==> config.mk <==
export PLATFORM = sky130hd
export DESIGN_NAME = thc_temp
export DESIGN_NICKNAME = d
export VERILOG_FILES = /design/src/sv/thc_pkg.sv /design/src/sv/thc_temp.sv
export SDC_FILE = /design/constraint.sdc
export NUM_CORES = 2
export LEC_CHECK = 0
export BUFFER_PORTS_ARGS = -buffer_cell sky130_fd_sc_hd__buf_2
export CAP_MARGIN = 20
export CORE_MARGIN = 10
export CORE_UTILIZATION = 58
export DETAILED_ROUTE_END_ITERATION = 10
export GPL_ROUTABILITY_DRIVEN = 1
export PLACE_DENSITY = 0.8
export SYNTH_ARGS = -nofsm -noshare
export SYNTH_HDL_FRONTEND = slang
export SYNTH_SLANG_ARGS = --single-unit
==> constraint.sdc <==
create_clock -name clk -period 7.5 [get_ports clk]
set_input_delay 1.875 -clock clk [delete_from_list [all_inputs] [get_ports clk]]
set_output_delay 1.875 -clock clk [all_outputs]
set_load 0.02 [all_outputs]
==> src/sv/thc_pkg.sv <==
package thc_pkg;

    localparam int NUM_STAGES  = 12;
    localparam int TEMP_STAGES = 5;
    localparam int HUM_STAGES  = NUM_STAGES - TEMP_STAGES;

    localparam int RAW_T_W     = 20;
    localparam int RAW_H_W     = 16;
    localparam int TEMP_W      = 24;
    localparam int HUM_W       = 17;
    localparam int IN_TDATA_W  = 40;
    localparam int OUT_TDATA_W = 80;
    localparam int CFG_IDX_W   = 3;
    localparam int CFG_DATA_W  = 24;

    typedef logic [NUM_STAGES-1:0] stage_en_t;
    typedef logic signed [31:0]    word_t;

    localparam word_t ROUND_T     = 32'sd128;
    localparam word_t FINE_OFFSET = 32'sd76800;
    localparam word_t ROUND_P     = 32'sd16384;
    localparam word_t Q_BIAS      = 32'sd32768;
    localparam word_t Q_OFFSET    = 32'sd2097152;
    localparam word_t ROUND_Q     = 32'sd8192;
    localparam word_t HUM_LIMIT   = 32'sd419430400;

    typedef enum logic [CFG_IDX_W-1:0] {
        REG_CAL_T1    = 3'd0,
        REG_CAL_T2    = 3'd1,
        REG_CAL_T3    = 3'd2,
        REG_CAL_H1    = 3'd3,
        REG_CAL_H2    = 3'd4,
        REG_CAL_H3    = 3'd5,
        REG_CAL_H4_H5 = 3'd6,
        REG_CAL_H6    = 3'd7
    } reg_index_t;

    typedef struct packed {
        logic [15:0] t1;
        logic [15:0] t2;
        logic [15:0] t3;
        logic [7:0]  h1;
        logic [15:0] h2;
        logic [7:0]  h3;
        logic [23:0] h4_h5;
        logic [7:0]  h6;
    } cal_regs_t;

endpackage

==> src/sv/thc_temp.sv <==
module thc_temp
    import thc_pkg::*;
(
    input  logic                    clk,
    input  stage_en_t               en,
    input  cal_regs_t               cal,
    input  logic [RAW_T_W-1:0]      raw_temperature,
    input  logic [RAW_H_W-1:0]      raw_humidity,
    output word_t                   fine_temperature,
    output logic signed [TEMP_W-1:0] temperature_centi,
    output word_t                   fine_x,
    output logic [RAW_H_W-1:0]      humidity_raw
);

    word_t a_reg, b_reg, a_next, b_next;
    word_t m1_reg, bb_reg, m1_next, bb_next;
    word_t var1_reg, m3_reg, var1_next, m3_next;
    word_t fine_reg, fine_next;
    word_t fine_out_reg, x_reg, x_next;
    word_t temp_reg, temp_next;
    word_t t2_ext, t3_ext, c_val, fine5;
    logic [RAW_H_W-1:0] hraw_reg [TEMP_STAGES];

    assign t2_ext = $signed({{16{cal.t2[15]}}, cal.t2});
    assign t3_ext = $signed({{16{cal.t3[15]}}, cal.t3});

    assign a_next = $signed({15'b0, raw_temperature[19:3]})
                  - $signed({15'b0, cal.t1, 1'b0});
    assign b_next = $signed({16'b0, raw_temperature[19:4]})
                  - $signed({16'b0, cal.t1});

    assign m1_next = a_reg * t2_ext;
    assign bb_next = b_reg * b_reg;

    assign var1_next = m1_reg >>> 11;
    assign c_val     = bb_reg >>> 12;
    assign m3_next   = c_val * t3_ext;

    assign fine_next = var1_reg + (m3_reg >>> 14);

    // fine * 5 as shift and add
    assign fine5     = fine_reg + (fine_reg <<< 2) + ROUND_T;
    assign temp_next = fine5 >>> 8;
    assign x_next    = fine_reg - FINE_OFFSET;

    always_ff @(posedge clk)
    begin
        if (en[0])
        begin
            a_reg       <= a_next;
            b_reg       <= b_next;
            hraw_reg[0] <= raw_humidity;
        end
        if (en[1])
        begin
            m1_reg <= m1_next;
            bb_reg <= bb_next;
        end
        if (en[2])
        begin
            var1_reg <= var1_next;
            m3_reg   <= m3_next;
        end
        if (en[3])
        begin
            fine_reg <= fine_next;
        end
        if (en[4])
        begin
            fine_out_reg <= fine_reg;
            temp_reg     <= temp_next;
            x_reg        <= x_next;
        end
        for (int k = 1; k < TEMP_STAGES; k++)
        begin
            if (en[k])
            begin
                hraw_reg[k] <= hraw_reg[k-1];
            end
        end
    end

    assign fine_temperature  = fine_out_reg;
    assign temperature_centi = temp_reg[TEMP_W-1:0];
    assign fine_x            = x_reg;
    assign humidity_raw      = hraw_reg[TEMP_STAGES-1];

endmodule

==> flow_summary_export.csv <==
group,metric,value,unit
status,status,"finished, final reports clean",
critical_path,crit_fanout,7,
critical_path,cpMaxStageDelayCell,"fa_1",
critical_path,timing.rr.start,"a_reg[4]",
logic_synthesis,synth_seq_cells,268,
timing,period_needed,7.48,ns
critical_path,crit_top_cell,"fa_1",
critical_path,startpoint_type,"input port",
critical_path,worstPathCellList,"buf_12 > and2_4 > fa_1 > inv_2 > fa_1 > inv_2 > fa_1 > fa_1 > fa_1 > inv_1 > fa_1 > inv_2 > ha_4 > a21boi_2 > a311oi_2 > o21ai_1 > o41a_1 > a31oi_1 > buf_4 > a31o_4 > o21ai_4 > or2_4 > a21oi_4 > xnor2_2",
floorplan,die-area,0.0848,mm²
timing,fmax,134,MHz
clock_tree,cts_tree,"done",
timing,drv_slew,0,
logic_synthesis,syn_area,0.0426,mm²
floorplan,pin_count,265,
clock_tree,htreeDepth,1,
floorplan,start_util,58.4,%
timing,holdWs,0.404,ns
critical_path,critical_path_class,"in -> reg",
critical_path,critPathRequiredTime,7.82,ns
logic_synthesis,syn_avg_cell_area,10.5,µm²
logic_synthesis,synth_edf_count,268,
detailed_routing,ant_nets,0,
timing,grt_setup_unrepaired,"yes",
final_layout,filler_cell_count,5490,
final_layout,utilization,64.7,%
timing,setup_viol,0,
place,dp_hpwl,78.4,mm
critical_path,worst_ep_arrival_time,7.80,ns
global_route,grt_usage,22.6,%
place,place_congestion,0.898,
logic_synthesis,muxShareOfSynthArea,0.0499,%
min_path,hp-class,"reg -> reg",
critical_path,reg2reg_slack,0.17,ns
floorplan,rows,99,
place,place_ws,-0.714,ns
final_layout,largest_reg_flops,80,
logic_synthesis,yosys_warnings,0,
critical_path,end_kind,"register",
critical_path,path_delay_family,"adder cells",
global_route,grt_overflow_total,0,
clock_tree,cts_hold_buf,0,
place,port_buffers,190,
logic_synthesis,synth_flop_cell,"edfxtp_1",
global_route,antenna_found_initial,1,
timing,post-route-period-util,99.7,%
timing,relSlewSlack,28.7,%
timing,worst_pin_slew,1.07,ns
clock_tree,clock_path_buffers,3,
logic_synthesis,synthArstFlopShare,0,%
timing,skew,0.0247,ns
run,maxCapViolations,0,
global_route,busiest_layer,"met2",
logic_synthesis,synthCells,4053,
global_route,grt_pass1_wl,156,mm
detailed_routing,wl,93.3,mm
detailed_routing,firstDrtPassIters,5,
clock_tree,cts_inserted_buffers,30,
logic_synthesis,ys_seq_area_share,18.9,%
timing,hold_violations,0,
critical_path,critPathBufInv,6,
detailed_routing,first_iter_violations,1718,
critical_path,crit_start,"cal[82]",
logic_synthesis,synthXorXnorAreaFrac,3.80,%
final_layout,layout_commonest_cell,"inv_1",
final_layout,synthToLayoutAreaGrowth,10.7,%
final_layout,nets,5763,
final_layout,most-common-layout-cells,"inv_1 (1003), fa_1 (867), ha_1 (373)",
clock_tree,clock-sinks,268,
min_path,hp-start,"hraw_reg[0][59]",
global_route,grtUsageMet1,28.0,%
floorplan,core_region_area,0.0730,mm²
logic_synthesis,synthSimpleGateAreaFrac,11.3,%
detailed_routing,vias_per_cell,5.22,
clock_tree,cts-root-buf,"clkbuf_16",
logic_synthesis,ys_types,60,
global_route,use_met2,39.7,%
timing,fin_ws,0.0223,ns
clock_tree,clk_pin_slew_worst_paths,0.06,ns
detailed_routing,vias,27800,
logic_synthesis,synth_compound_area_share,3.24,%
global_route,grt_max_degree,85,
detailed_routing,drc,0,
clock_tree,clk-insertion-delay-late,0.60,ns
critical_path,cpPeakStageDelay,0.55,ns
floorplan,die_h,291,µm
global_route,grt_util_met3,3.89,%
final_layout,drive_above_1_share,12.8,%
global_route,grt_pass1_vias,31400,
detailed_routing,drt-wirelength-per-cell,17.5,µm
logic_synthesis,synth_top_family_by_area,"adder cells",
floorplan,die_w,291,µm
logic_synthesis,yosys.area_share.adder,52.0,%
logic_synthesis,synth_nets,5466,
==> cell usage after synthesis, drive strengths merged (9+ instances only) <==
cell type	n	area [µm²]
nand3	11	55.1
a21boi	10	75.1
nand2	370	1390
nor2b	30	188
xor2	38	333
nor3	17	85.1
nand4	9	56.3
o21ai	43	223
clkbuf	129	484
edfxtp	268	8050
fa	869	17400
or2	10	65.1
inv	1010	3790
a21oi	60	304
xnor2	147	1290
and2	365	2280
nand2b	28	175
nor2	95	357
a21o	27	203
o21a	19	143
ha	383	4790
buf	39	284
==> repair_timing <==
item                                    in CTS  in global routing
pin swaps                                    4                 33
setup buffers                                4                 12
gates resized for setup                      0                 79
endpoints found under the setup margin       5                 18
==> final cells by class <==
class,count,area (µm²),share of cell area [%]
multi-input combinational,2604,30300,64.2
inverter,1013,3800,8.05
antenna,1,2.50,0.00530
sequential,268,8050,17.0
clock buffer,35,769,1.63
tap,959,1200,2.54
clock inverter,18,139,0.294
timing repair buffer,433,2920,6.18
==> path summary, 6_finish.rpt <==
path                          end  depth (start not counted)
setup / recovery       m1_reg[30]                         24
hold / removal    hraw_reg[0][75]                          0
hold reg to reg   hraw_reg[0][75]                          0
setup reg to reg       bb_reg[28]                         27
==> metal layers <==
| layer | share of wire [%] | routed length (µm) | vias to the layer above |
|---|---|---|---|
| li1 | - | - | 12600 |
| met1 | 39 | 36300 | 14100 |
| met2 | 51 | 47900 | 850 |
| met3 | 6.4 | 5970 | 197 |
| met4 | 3.4 | 3140 | 0 |
| met5 | 0 | 0 | - |
==> kinds of logic (layout without fill, tap and decap cells) <==
| logic type | count (synthesis) | after routing |
|---|---|---|
| compound gates | 208 | 208 |
| fa+ha+maj | 1252 | 1252 |
| mux | 2 | 2 |
| flops | 268 | 268 |
| buf+inv | 1181 | 1499 |
| simple gates | 957 | 957 |
| xor+xnor | 185 | 185 |
| other cells | 0 | 1 |
==> through the flow <==
stage | instance area, µm² | cells | setup TNS (ns)
2_1_floorplan | 43000 | 4053 | -0.00628
3_5_place_dp | 45900 | 5261 | -9.92
6_report | 47200 | 5331 | 0
4_1_cts | 46800 | 5318 | 0
3_3_place_gp | 45900 | 5261 | -7.47
5_1_grt | 47200 | 5331 | -0.398
Power is not shown: default switching activity piles up to over one toggle a cycle in this logic, so the estimate is an artifact.
