File: src/sv/thc_pkg.sv
package thc_pkg;

    localparam int NUM_STAGES  = 12;
    localparam int TEMP_STAGES = 5;
    localparam int HUM_STAGES  = NUM_STAGES - TEMP_STAGES;

    localparam int RAW_T_W     = 20;
    localparam int RAW_H_W     = 16;
    localparam int TEMP_W      = 24;
    localparam int HUM_W       = 17;
    localparam int IN_TDATA_W  = 40;
    localparam int OUT_TDATA_W = 80;
    localparam int CFG_IDX_W   = 3;
    localparam int CFG_DATA_W  = 24;

    typedef logic [NUM_STAGES-1:0] stage_en_t;
    typedef logic signed [31:0]    word_t;

    localparam word_t ROUND_T     = 32'sd128;
    localparam word_t FINE_OFFSET = 32'sd76800;
    localparam word_t ROUND_P     = 32'sd16384;
    localparam word_t Q_BIAS      = 32'sd32768;
    localparam word_t Q_OFFSET    = 32'sd2097152;
    localparam word_t ROUND_Q     = 32'sd8192;
    localparam word_t HUM_LIMIT   = 32'sd419430400;

    typedef enum logic [CFG_IDX_W-1:0] {
        REG_CAL_T1    = 3'd0,
        REG_CAL_T2    = 3'd1,
        REG_CAL_T3    = 3'd2,
        REG_CAL_H1    = 3'd3,
        REG_CAL_H2    = 3'd4,
        REG_CAL_H3    = 3'd5,
        REG_CAL_H4_H5 = 3'd6,
        REG_CAL_H6    = 3'd7
    } reg_index_t;

    typedef struct packed {
        logic [15:0] t1;
        logic [15:0] t2;
        logic [15:0] t3;
        logic [7:0]  h1;
        logic [15:0] h2;
        logic [7:0]  h3;
        logic [23:0] h4_h5;
        logic [7:0]  h6;
    } cal_regs_t;

endpackage

File: src/sv/thc_ctrl.sv
module thc_ctrl
    import thc_pkg::*;
(
    input  logic      clk,
    input  logic      rst_n,
    input  logic      in_valid,
    output logic      in_ready,
    output logic      out_valid,
    input  logic      out_ready,
    output stage_en_t en
);

    stage_en_t valid_reg;
    stage_en_t valid_next;

    // a stage may load when it is empty or the stage after it moves
    always_comb
    begin
        en[NUM_STAGES-1] = !valid_reg[NUM_STAGES-1] || out_ready;
        for (int k = NUM_STAGES - 2; k >= 0; k--)
        begin
            en[k] = !valid_reg[k] || en[k+1];
        end
    end

    always_comb
    begin
        valid_next = valid_reg;
        if (en[0])
        begin
            valid_next[0] = in_valid;
        end
        for (int k = 1; k < NUM_STAGES; k++)
        begin
            if (en[k])
            begin
                valid_next[k] = valid_reg[k-1];
            end
        end
    end

    always_ff @(posedge clk or negedge rst_n)
    begin
        if (!rst_n)
        begin
            valid_reg <= '0;
        end
        else
        begin
            valid_reg <= valid_next;
        end
    end

    assign in_ready  = en[0];
    assign out_valid = valid_reg[NUM_STAGES-1];

    a_empty_tail_ready: assert property (@(posedge clk) disable iff (!rst_n)
        !valid_reg[NUM_STAGES-1] |-> in_ready)
        else $error("pipeline refuses input with an empty output stage");

    a_out_ready_flows: assert property (@(posedge clk) disable iff (!rst_n)
        out_ready |-> in_ready)
        else $error("pipeline stalls while downstream takes results");

    a_accept_loads: assert property (@(posedge clk) disable iff (!rst_n)
        (in_valid && in_ready) |=> valid_reg[0])
        else $error("accepted input did not enter the first stage");

endmodule

File: config.mk
export PLATFORM = sky130hd
export DESIGN_NAME = thc_ctrl
export DESIGN_NICKNAME = d
export VERILOG_FILES = /design/src/sv/thc_pkg.sv /design/src/sv/thc_ctrl.sv
export SDC_FILE = /design/constraint.sdc
export NUM_CORES = 1
export LEC_CHECK = 0
export ABC_AREA = 1
export BUFFER_PORTS_ARGS = -buffer_cell sky130_fd_sc_hd__buf_2
export CAP_MARGIN = 20
export CORE_UTILIZATION = 40
export CTS_CLUSTER_SIZE = 16
export DETAILED_ROUTE_END_ITERATION = 7
export PLACE_DENSITY = 0.71
export SLEW_MARGIN = 25
export SYNTH_ARGS = -nofsm -noshare
export SYNTH_HDL_FRONTEND = slang
export SYNTH_SLANG_ARGS = --single-unit
File: constraint.sdc
create_clock -name clk -period 3.3 [get_ports clk]
set_input_delay 0.495 -clock clk [delete_from_list [all_inputs] [get_ports clk]]
set_output_delay 0.495 -clock clk [all_outputs]
set_load 0.05 [all_outputs]
==> impl_metrics.toml, run 1 <==
[clock_network]
cts_root_buffer = "clkbuf_4"
cts_resized = 0
cts.sinks = 12
postCtsHoldBufs = 0
numCtsBuffers = 3
cts_setup_buffers = 0
cts_htree_levels = 1
cts_tree = "done"
clk_latency_ps = 260
clk_path_buf_depth = 2
clk_transition_reported_paths_ps = 70

[logic_synthesis]
synth_simple_gate_area_share_pct = 31.4
synth_cells = 52
yosys.area.top_type = "dfrtp_1"
yosysWarnings = 0
yosys-top-cells-count = "15 x inv_1, 13 x nand2_1, 12 x dfrtp_1"
synth_top_family_by_area = "simple AND/OR/NAND/NOR gates"
ys_ff_latch = 12
async_flop_share_pct = 100
synth-xor-area-share_pct = 0
synth_cell_types = 12
yosysMostFrequentCell = "inv_1"
synth_area_leaders = "dfrtp_1 57%, inv_1 11%, nand2_1 9.2%"
yosysSeqAreaShare_pct = 56.6
synth_compound_area_share_pct = 0
synth_top_area_share_pct = 56.6
syn_area_per_cell_sq_um = 10.2
muxShareOfSynthArea_pct = 0
synthFlopType = "dfrtp_1"
syn_area_sq_um = 531
synth_fp_nets = 56
synth_edf_count = 0
synth_fa_ha_area_share_pct = 0

[floorplanning]
start_util_pct = 45.3
die_height_um = 38.4
die_area_sq_um = 1480
core_region_area_sq_um = 1170
die_x_um = 38.4
ioPinCount = 18
row_count = 12

[timing]
relSlewSlack_pct = 83.1
worst_pin_slew_ps = 254
hold_violations = 0
fmax_mhz = 466
final.period_utilization_pct = 65.0
rsz0062_at_grt = "false"
slew_violations = 0
fin_tns_setup_ps = 0
finalWorstSetupSlack_ps = 1150
clock_skew_ps = 2.54
period_minus_slack_ps = 2150
finalSetupViolCount = 0

[detailed_routing]
dr.pass1.iters = 2
drt-wirelength-per-cell_um = 9.34
drc_errors = 0
ant_nets = 0
via_count = 371
postRouteWirelength_um = 794
detail_route.iter0.violations = 4
vias_per_cell = 4.36

[worst_setup_path]
reg2reg_to = "valid_reg[0]$_DFFE_PN0P_"
rr_worst_depth = 6
cp_max_fo = 5
crit_end = "en[0]"
ff2ff_setup_slack_ps = 2010
worstReg2RegStart = "valid_reg[11]$_DFFE_PN0P_"
cp.arrival_ps = 1650
worstPathRequired_ps = 2800
startpoint_type = "flip-flop"
critPathCaptureType = "output pin"
path_class = "flip-flop to output pin"
startpoint = "valid_reg[11]$_DFFE_PN0P_"

[grt]
met2_usage_pct = 21.6
gr-usage-met1_pct = 15.0
grt_use_met3_pct = 8.72
grt_pass1_vias = 297
grt_pass1_wl_um = 1280
grt_max_degree = 13
top_usage_layer = "met2"
antenna_found_initial = 0
grt_usage_pct = 14.2
overflow = 0

[worst_hold_path]
hold_class = "input pin to async pin"

[cells_and_area]
drive_gt1_share_pct = 39.4
num-nets-final = 77
syn_to_final_growth_pct = 22.2
largest_register_ffs = 12
insertedDiodeCount = 0
stdcell_count = 85

[place]
dpl.hpwl_um = 647
io_buffers = 17
gp_congestion = 0.609
pre_cts_ws_ps = 1140
dpl.cell_count = 82

[status]
status = "complete, no violations"

[power]
p_per_area_nw_per_um2 = 830
finalPower_uw = 538
ir_drop_mv = 0.533
power_leakage_nw = 0.347

[flow_run]
maxCapViolations = 0
-- power by group --
part	total [mW]	leakage, nW	switching, mW	internal, mW
clock	0.0833	0.0138	0.0411	0.0421
sequential	0.204	0.121	0.0267	0.177
combinational	0.251	0.212	0.192	0.0593
-- how the worst min path moves through the flow --
stage                from                       end  slack [ps]
floorplan           rst_n  valid_reg[0]$_DFFE_PN0P_         200
global placement    rst_n  valid_reg[8]$_DFFE_PN0P_         380
detailed placement  rst_n  valid_reg[8]$_DFFE_PN0P_         380
CTS                 rst_n  valid_reg[8]$_DFFE_PN0P_          90
global route        rst_n  valid_reg[8]$_DFFE_PN0P_         100
finish              rst_n  valid_reg[8]$_DFFE_PN0P_          90
-- area by class of cell --
type                       instances  area (sq um)
inverter                          15          56.3
multi-input combinational         24           166
clock buffer                       3          22.5
tap                               14          17.5
timing repair buffer              17          85.1
fill                             107           523
sequential                        12           300
-- placed cells by master (no fill, tap or decap), drive strengths merged --
cell type | synthesis | layout
nand3 | 2 | 2
dfrtp | 12 | 12
nor2 | 3 | 3
inv | 15 | 15
buf | 1 | 17
nor3 | 1 | 1
nand4 | 3 | 3
or2 | 2 | 2
clkbuf | 0 | 3
nand2 | 13 | 13
-- cells by family (layout without fill, tap and decap cells) --
logic type    Yosys count  after routing
simple gates           24             24
flops                  12             12
buf+inv                16             35
-- metal layers --
layer  vias up  part of all wire [%]
met5         -                     0
met4         0                   1.3
met3         2                   8.2
met2        14                    48
met1       165                    42
li1        190                     -
-- critical path, stage by stage (launching register included) --
cell     delay [ps]
dfrtp_1         420
nand4_4         150
nor3_4          190
nand4_4         130
nor2_4          160
nand4_2         110
buf_2           230
-- metrics by stage --
stage / instance area [sq um] / util (%) / hold slack, ps
2_1_floorplan: 531 / - / 199
3_3_place_gp: 626 / 53.4 / 382
3_5_place_dp: 626 / 53.4 / 385
4_1_cts: 648 / 55.3 / 91.8
5_1_grt: 648 / 55.3 / 99.8
6_report: 648 / 55.3 / 89.8
Note: power is estimated with default switching activity, not from simulation.
==> run 2: changes to the inputs <==
--- a/config.mk
+++ b/config.mk
@@ -11,7 +11,7 @@
 export CORE_UTILIZATION = 40
 export CTS_CLUSTER_SIZE = 16
 export DETAILED_ROUTE_END_ITERATION = 7
-export PLACE_DENSITY = 0.71
+export PLACE_DENSITY = 0.73
 export SLEW_MARGIN = 25
 export SYNTH_ARGS = -nofsm -noshare
 export SYNTH_HDL_FRONTEND = slang
==> constraint.sdc (replaced) <==
create_clock -name clk -period 1.8 [get_ports clk]
set_input_delay 0.27 -clock clk [delete_from_list [all_inputs] [get_ports clk]]
set_output_delay 0.27 -clock clk [all_outputs]
set_load 0.05 [all_outputs]
==> run 2 against run 1 <==
  * The run now ends with negative setup slack left
  * Sequential cell count did not move
  * Sequential share of layout area fell by 6.7 points
  * Clock power rose by 100%
  * Critical path type unchanged
  * Largest cell class unchanged
==> impl_metrics.toml, run 2 (synthesis gave the netlist of run 1 again) <==
[detailed_routing]
vias_per_cell = 4.33
via_count = 398
drt-wirelength-per-cell_um = 9.86
drc_errors = 0
postRouteWirelength_um = 907
ant_nets = 0
dr.pass1.iters = 4
detail_route.iter0.violations = 6

[timing]
fmax_mhz = 541
slew_violations = 0
worst_pin_slew_ps = 272
hold_violations = 0
rsz0062_at_grt = "true"
relSlewSlack_pct = 81.8
final.period_utilization_pct = 103
clock_skew_ps = 1.23
finalSetupViolCount = 4
hold-worst-slack_ps = 179
finalWorstSetupSlack_ps = -47.8
period_minus_slack_ps = 1850

[place]
dpl.cell_count = 82
dpl.hpwl_um = 622
gp_congestion = 0.613
io_buffers = 17

[worst_setup_path]
cp_cell_sequence = "nand4_4 > nor3_4 > nand4_4 > nor2_4 > nand4_4 > buf_6"
cp_max_fo = 5
cp.arrival_ps = 1580
startpoint = "valid_reg[10]$_DFFE_PN0P_"
cp.buffers_inverters = 1
reg2reg_to = "valid_reg[1]$_DFFE_PN0P_"
worst-path-stages = 6
slowest_delay_ps = 390
rr_worst_depth = 7
path_class = "flip-flop to output pin"
ff2ff_setup_slack_ps = 450
worstPathRequired_ps = 1530
cpMaxStageDelayCell = "dfrtp_1"
worstReg2RegStart = "valid_reg[10]$_DFFE_PN0P_"
critPathCaptureType = "output pin"
crit_end = "in_ready"
crit_top_cell = "nand4_4"
cpLargestDelayFamily = "simple AND/OR/NAND/NOR gates"
startpoint_type = "flip-flop"

[floorplanning]
die_x_um = 38.4
ioPinCount = 18
start_util_pct = 45.3
row_count = 12
die_height_um = 38.4
core_region_area_sq_um = 1170
die_area_sq_um = 1480

[cells_and_area]
layout_common_cells = "15 x inv_1, 12 x nand2_1, 11 x buf_2, 11 x dfrtp_1"
syn_to_final_growth_pct = 43.4
final_util_pct = 65.0
fillers = 101
drive_gt1_share_pct = 46.2
stdcell_count = 92
insertedDiodeCount = 0
final_common_cell = "inv_1"
largest_register_ffs = 12
num-nets-final = 83

[power]
p_per_area_nw_per_um2 = 1450
power_leakage_nw = 0.398
ir_drop_mv = 0.993

[clock_network]
clk_path_buf_depth = 2
cts.sinks = 12
clk_transition_reported_paths_ps = 70
clk_latency_ps = 260
cts_tree = "done"
cts_htree_levels = 1
numCtsBuffers = 3
cts_root_buffer = "clkbuf_4"

[grt]
grt_pass1_wl_um = 1370
grt_pass1_vias = 351
grt_usage_pct = 14.5
antenna_found_initial = 0
overflow = 0
grt_max_degree = 13

[flow_run]
maxCapViolations = 0

[status]
status = "complete, but fails checks"
violations = "negative setup slack"

[worst_hold_path]
hold_class = "input pin to flip-flop"
run 2: changes by cell type in the layout (fill, tap and decap cells not counted), sizes merged:
cell	before	now
dlygate4sd3	0	1
clkbuf	3	4
buf	17	22
run 2: layer usage:
layer	part of all wire [%]	track usage [%]	routed length, um	vias to the layer above
li1	-	-	-	204
met1	45	17.8	408	180
met2	48	22.0	437	14
met3	6.8	5.23	62	0
met4	0	7.76	0	0
met5	0	0	0	-
run 2: worst min path at each step:
stage                  start                  endpoint  cells after the start
global placement       rst_n  valid_reg[8]$_DFFE_PN0P_                      1
finish              in_valid  valid_reg[0]$_DFFE_PN0P_                      3
detailed placement     rst_n  valid_reg[8]$_DFFE_PN0P_                      1
global route        in_valid  valid_reg[0]$_DFFE_PN0P_                      3
floorplan              rst_n  valid_reg[0]$_DFFE_PN0P_                      0
CTS                 in_valid  valid_reg[0]$_DFFE_PN0P_                      3
run 2: timing repair:
item,CTS,global route
setup endpoints to repair,7,8
setup buffers,4,1
resized for setup,11,5
hold buffers,1,0
hold endpoints to repair,12,0
run 2: power breakdown:
group          switching (mW)  total [mW]  internal [mW]
logic                   0.381       0.561          0.180
registers              0.0521       0.376          0.324
clock network          0.0840       0.170         0.0856
run 2: cell type report:
type	count	area (sq um)	share of cell area [%]
repair buffers	23	174	22.9
multi-input cells	24	185	24.3
inverters	15	56.3	7.40
flip-flops and latches	12	302	39.6
well taps	14	17.5	2.30
clock buffers	4	26.3	3.45
run 2: worst reg2reg max path: cells and delay by family (launching register included):
| family | cells | cell delay [ps] |
|---|---|---|
| AND/OR/NAND/NOR | 6 | 760 |
| flip-flops | 1 | 390 |
| buffers and inverters | 1 | 140 |
run 2: through the flow:
step	TNS (ps)	area (sq um)	setup slack, ps	power, mW
after floorplan	-3470	543	-575	0.763
after global placement	0	638	103	0.844
after detailed placement	0	638	79.2	0.852
after CTS	-128	738	-50.7	1.07
after global routing	-740	761	-149	1.16
final	-129	761	-47.8	1.11
==> run 3: changes to the inputs <==
--- a/config.mk
+++ b/config.mk
@@ -8,9 +8,10 @@
 export ABC_AREA = 1
 export BUFFER_PORTS_ARGS = -buffer_cell sky130_fd_sc_hd__buf_2
 export CAP_MARGIN = 20
-export CORE_UTILIZATION = 40
+export CORE_AREA = 2 2 39 41
 export CTS_CLUSTER_SIZE = 16
 export DETAILED_ROUTE_END_ITERATION = 7
+export DIE_AREA = 0 0 41 43
 export PLACE_DENSITY = 0.73
 export SLEW_MARGIN = 25
 export SYNTH_ARGS = -nofsm -noshare
==> run 3 against run 2 <==
  * Setup slack better by 7.7 ps
  * Routed wire length is 9.9% higher
  * Non-clock buffer count is 1 higher
  * First-iteration DRC count is 83% lower
  * Hold slack worse by 7.9 ps
  * The flow still finishes with violations (negative setup slack)
  * Global-route usage is 2.0 points lower
  * Critical endpoint is now en[3]
  * Clock power is 3% higher
  * Sequential cell count stayed put
  * Critical path depth is 1 higher
  * Count of clock-buffer cells in the layout stayed put
==> impl_metrics.toml, run 3 (synthesis gave the netlist of run 1 again) <==
[clock_network]
cts_root_buffer = "clkbuf_4"
clk_latency_ps = 270
clk_path_buf_depth = 2
numCtsBuffers = 3
cts.sinks = 12
cts_tree = "done"
clk_transition_reported_paths_ps = 70
cts_htree_levels = 1

[cells_and_area]
layout_common_cells = "14 x inv_1, 12 x nand2_1, 11 x dfrtp_1"
syn_to_final_growth_pct = 44.8
insertedDiodeCount = 0
final_common_cell = "inv_1"
drive_gt1_share_pct = 48.1
largest_register_ffs = 12
num-nets-final = 84
stdcell_count = 95

[worst_setup_path]
rr_worst_depth = 8
ff2ff_setup_slack_ps = 300
path_class = "flip-flop to output pin"
critPathCaptureType = "output pin"
reg2reg_to = "valid_reg[0]$_DFFE_PN0P_"
worstReg2RegStart = "valid_reg[9]$_DFFE_PN0P_"
cp.arrival_ps = 1570
worstPathRequired_ps = 1530
startpoint_type = "flip-flop"
cp_max_fo = 4

[grt]
grt_usage_pct = 12.5
overflow = 0
grt_max_degree = 13
antenna_found_initial = 0
grt_pass1_vias = 372
grt_pass1_wl_um = 1410

[timing]
relSlewSlack_pct = 82.0
finalSetupViolCount = 4
fmax_mhz = 543
hold-worst-slack_ps = 172
rsz0062_at_grt = "true"
worst_pin_slew_ps = 269
final.period_utilization_pct = 102
period_minus_slack_ps = 1840
finalWorstSetupSlack_ps = -40.1
hold_violations = 0
clock_skew_ps = 7.06
slew_violations = 0

[detailed_routing]
postRouteWirelength_um = 997
drc_errors = 0
vias_per_cell = 4.32
detail_route.iter0.violations = 1
ant_nets = 0
dr.pass1.iters = 4
via_count = 410
drt-wirelength-per-cell_um = 10.5

[status]
violations = "negative setup slack"
status = "complete, but fails checks"

[floorplanning]
core_region_area_sq_um = 1380
row_count = 14
start_util_pct = 38.3
ioPinCount = 18
die_x_um = 41
die_area_sq_um = 1760
die_height_um = 43

[worst_hold_path]
hold_class = "input pin to flip-flop"
hold_start = "in_valid"
worstHoldEndpoint = "valid_reg[0]$_DFFE_PN0P_"
whs_path_depth = 3

[place]
io_buffers = 17
dpl.cell_count = 84
dpl.hpwl_um = 668
pre_cts_ws_ps = 64.6
gp_congestion = 0.692

[power]
clkPwrFrac_pct = 15.8
switchingPower_uw = 517
p_comb_share_pct = 50.0
p_int_uw = 587
switching_share_pct = 46.8
ir_drop_mv = 0.756
p_per_area_nw_per_um2 = 1440
pwr-share-seq_pct = 34.2
power_leakage_nw = 0.403

[flow_run]
maxCapViolations = 0
==> run 3: changes by cell type in the layout (fill, tap and decap cells not counted), sizes merged <==
cell and delta:
buf +1
==> run 3: per-layer routing <==
metal / global-route usage, % / share of wire [%] / vias up
met3: 3.14 / 7.1 / 3
met2: 18.8 / 51 / 16
met5: 0 / 0 / -
li1: - / - / 206
met4: 10.0 / 1.8 / 0
met1: 14.0 / 39 / 185
==> run 3: worst max-delay path, stage by stage (launching register included) <==
cell     delay, ps
dfrtp_1        390
nand4_4        130
nor3_4         180
nand4_4        120
nor2_4         170
buf_4          140
inv_2           30
buf_6          140
==> run 3: how the worst max path moves through the flow <==
stage / cells after the start / to / start
floorplan: 6 / en[0] / valid_reg[11]$_DFFE_PN0P_
global placement: 8 / in_ready / out_ready
detailed placement: 8 / en[0] / out_ready
CTS: 6 / en[0] / valid_reg[9]$_DFFE_PN0P_
global route: 7 / en[3] / valid_reg[9]$_DFFE_PN0P_
finish: 7 / en[3] / valid_reg[9]$_DFFE_PN0P_
==> run 3: final cells by class <==
class,instances,area [sq um]
inverter,15,56.3
multi-input combinational,24,180
fill,118,616
tap,16,20.0
clock buffer,4,26.3
timing repair buffer,24,184
sequential,12,302
==> run 3: per-stage QoR <==
| stage | TNS, ps | instance area (sq um) | utilization (%) | total power, mW |
|---|---|---|---|---|
| final | -126 | 768 | 55.5 | 1.10 |
| after global routing | -499 | 768 | 55.5 | 1.16 |
| after CTS | -340 | 744 | 53.8 | 1.08 |
| after detailed placement | 0 | 641 | 46.3 | 0.852 |
| after global placement | 0 | 641 | 46.3 | 0.844 |
| after floorplan | -3470 | 543 | - | 0.763 |
==> run 3: power groups by stage <==
stage                     sequential, mW  clock [mW]  combinational (mW)
final                              0.377       0.175               0.552
after global routing               0.382       0.196               0.587
after CTS                          0.377       0.181               0.526
after detailed placement           0.382           0               0.471
after global placement             0.380           0               0.464
after floorplan                    0.376           0               0.387
==> run 3: timing repair <==
item	CTS	global route
hold buffers	1	0
buffers inserted	4	2
endpoints found under the setup margin	7	7
endpoints found under the hold margin	12	0
gates resized for setup	12	6
pin swaps	1	2
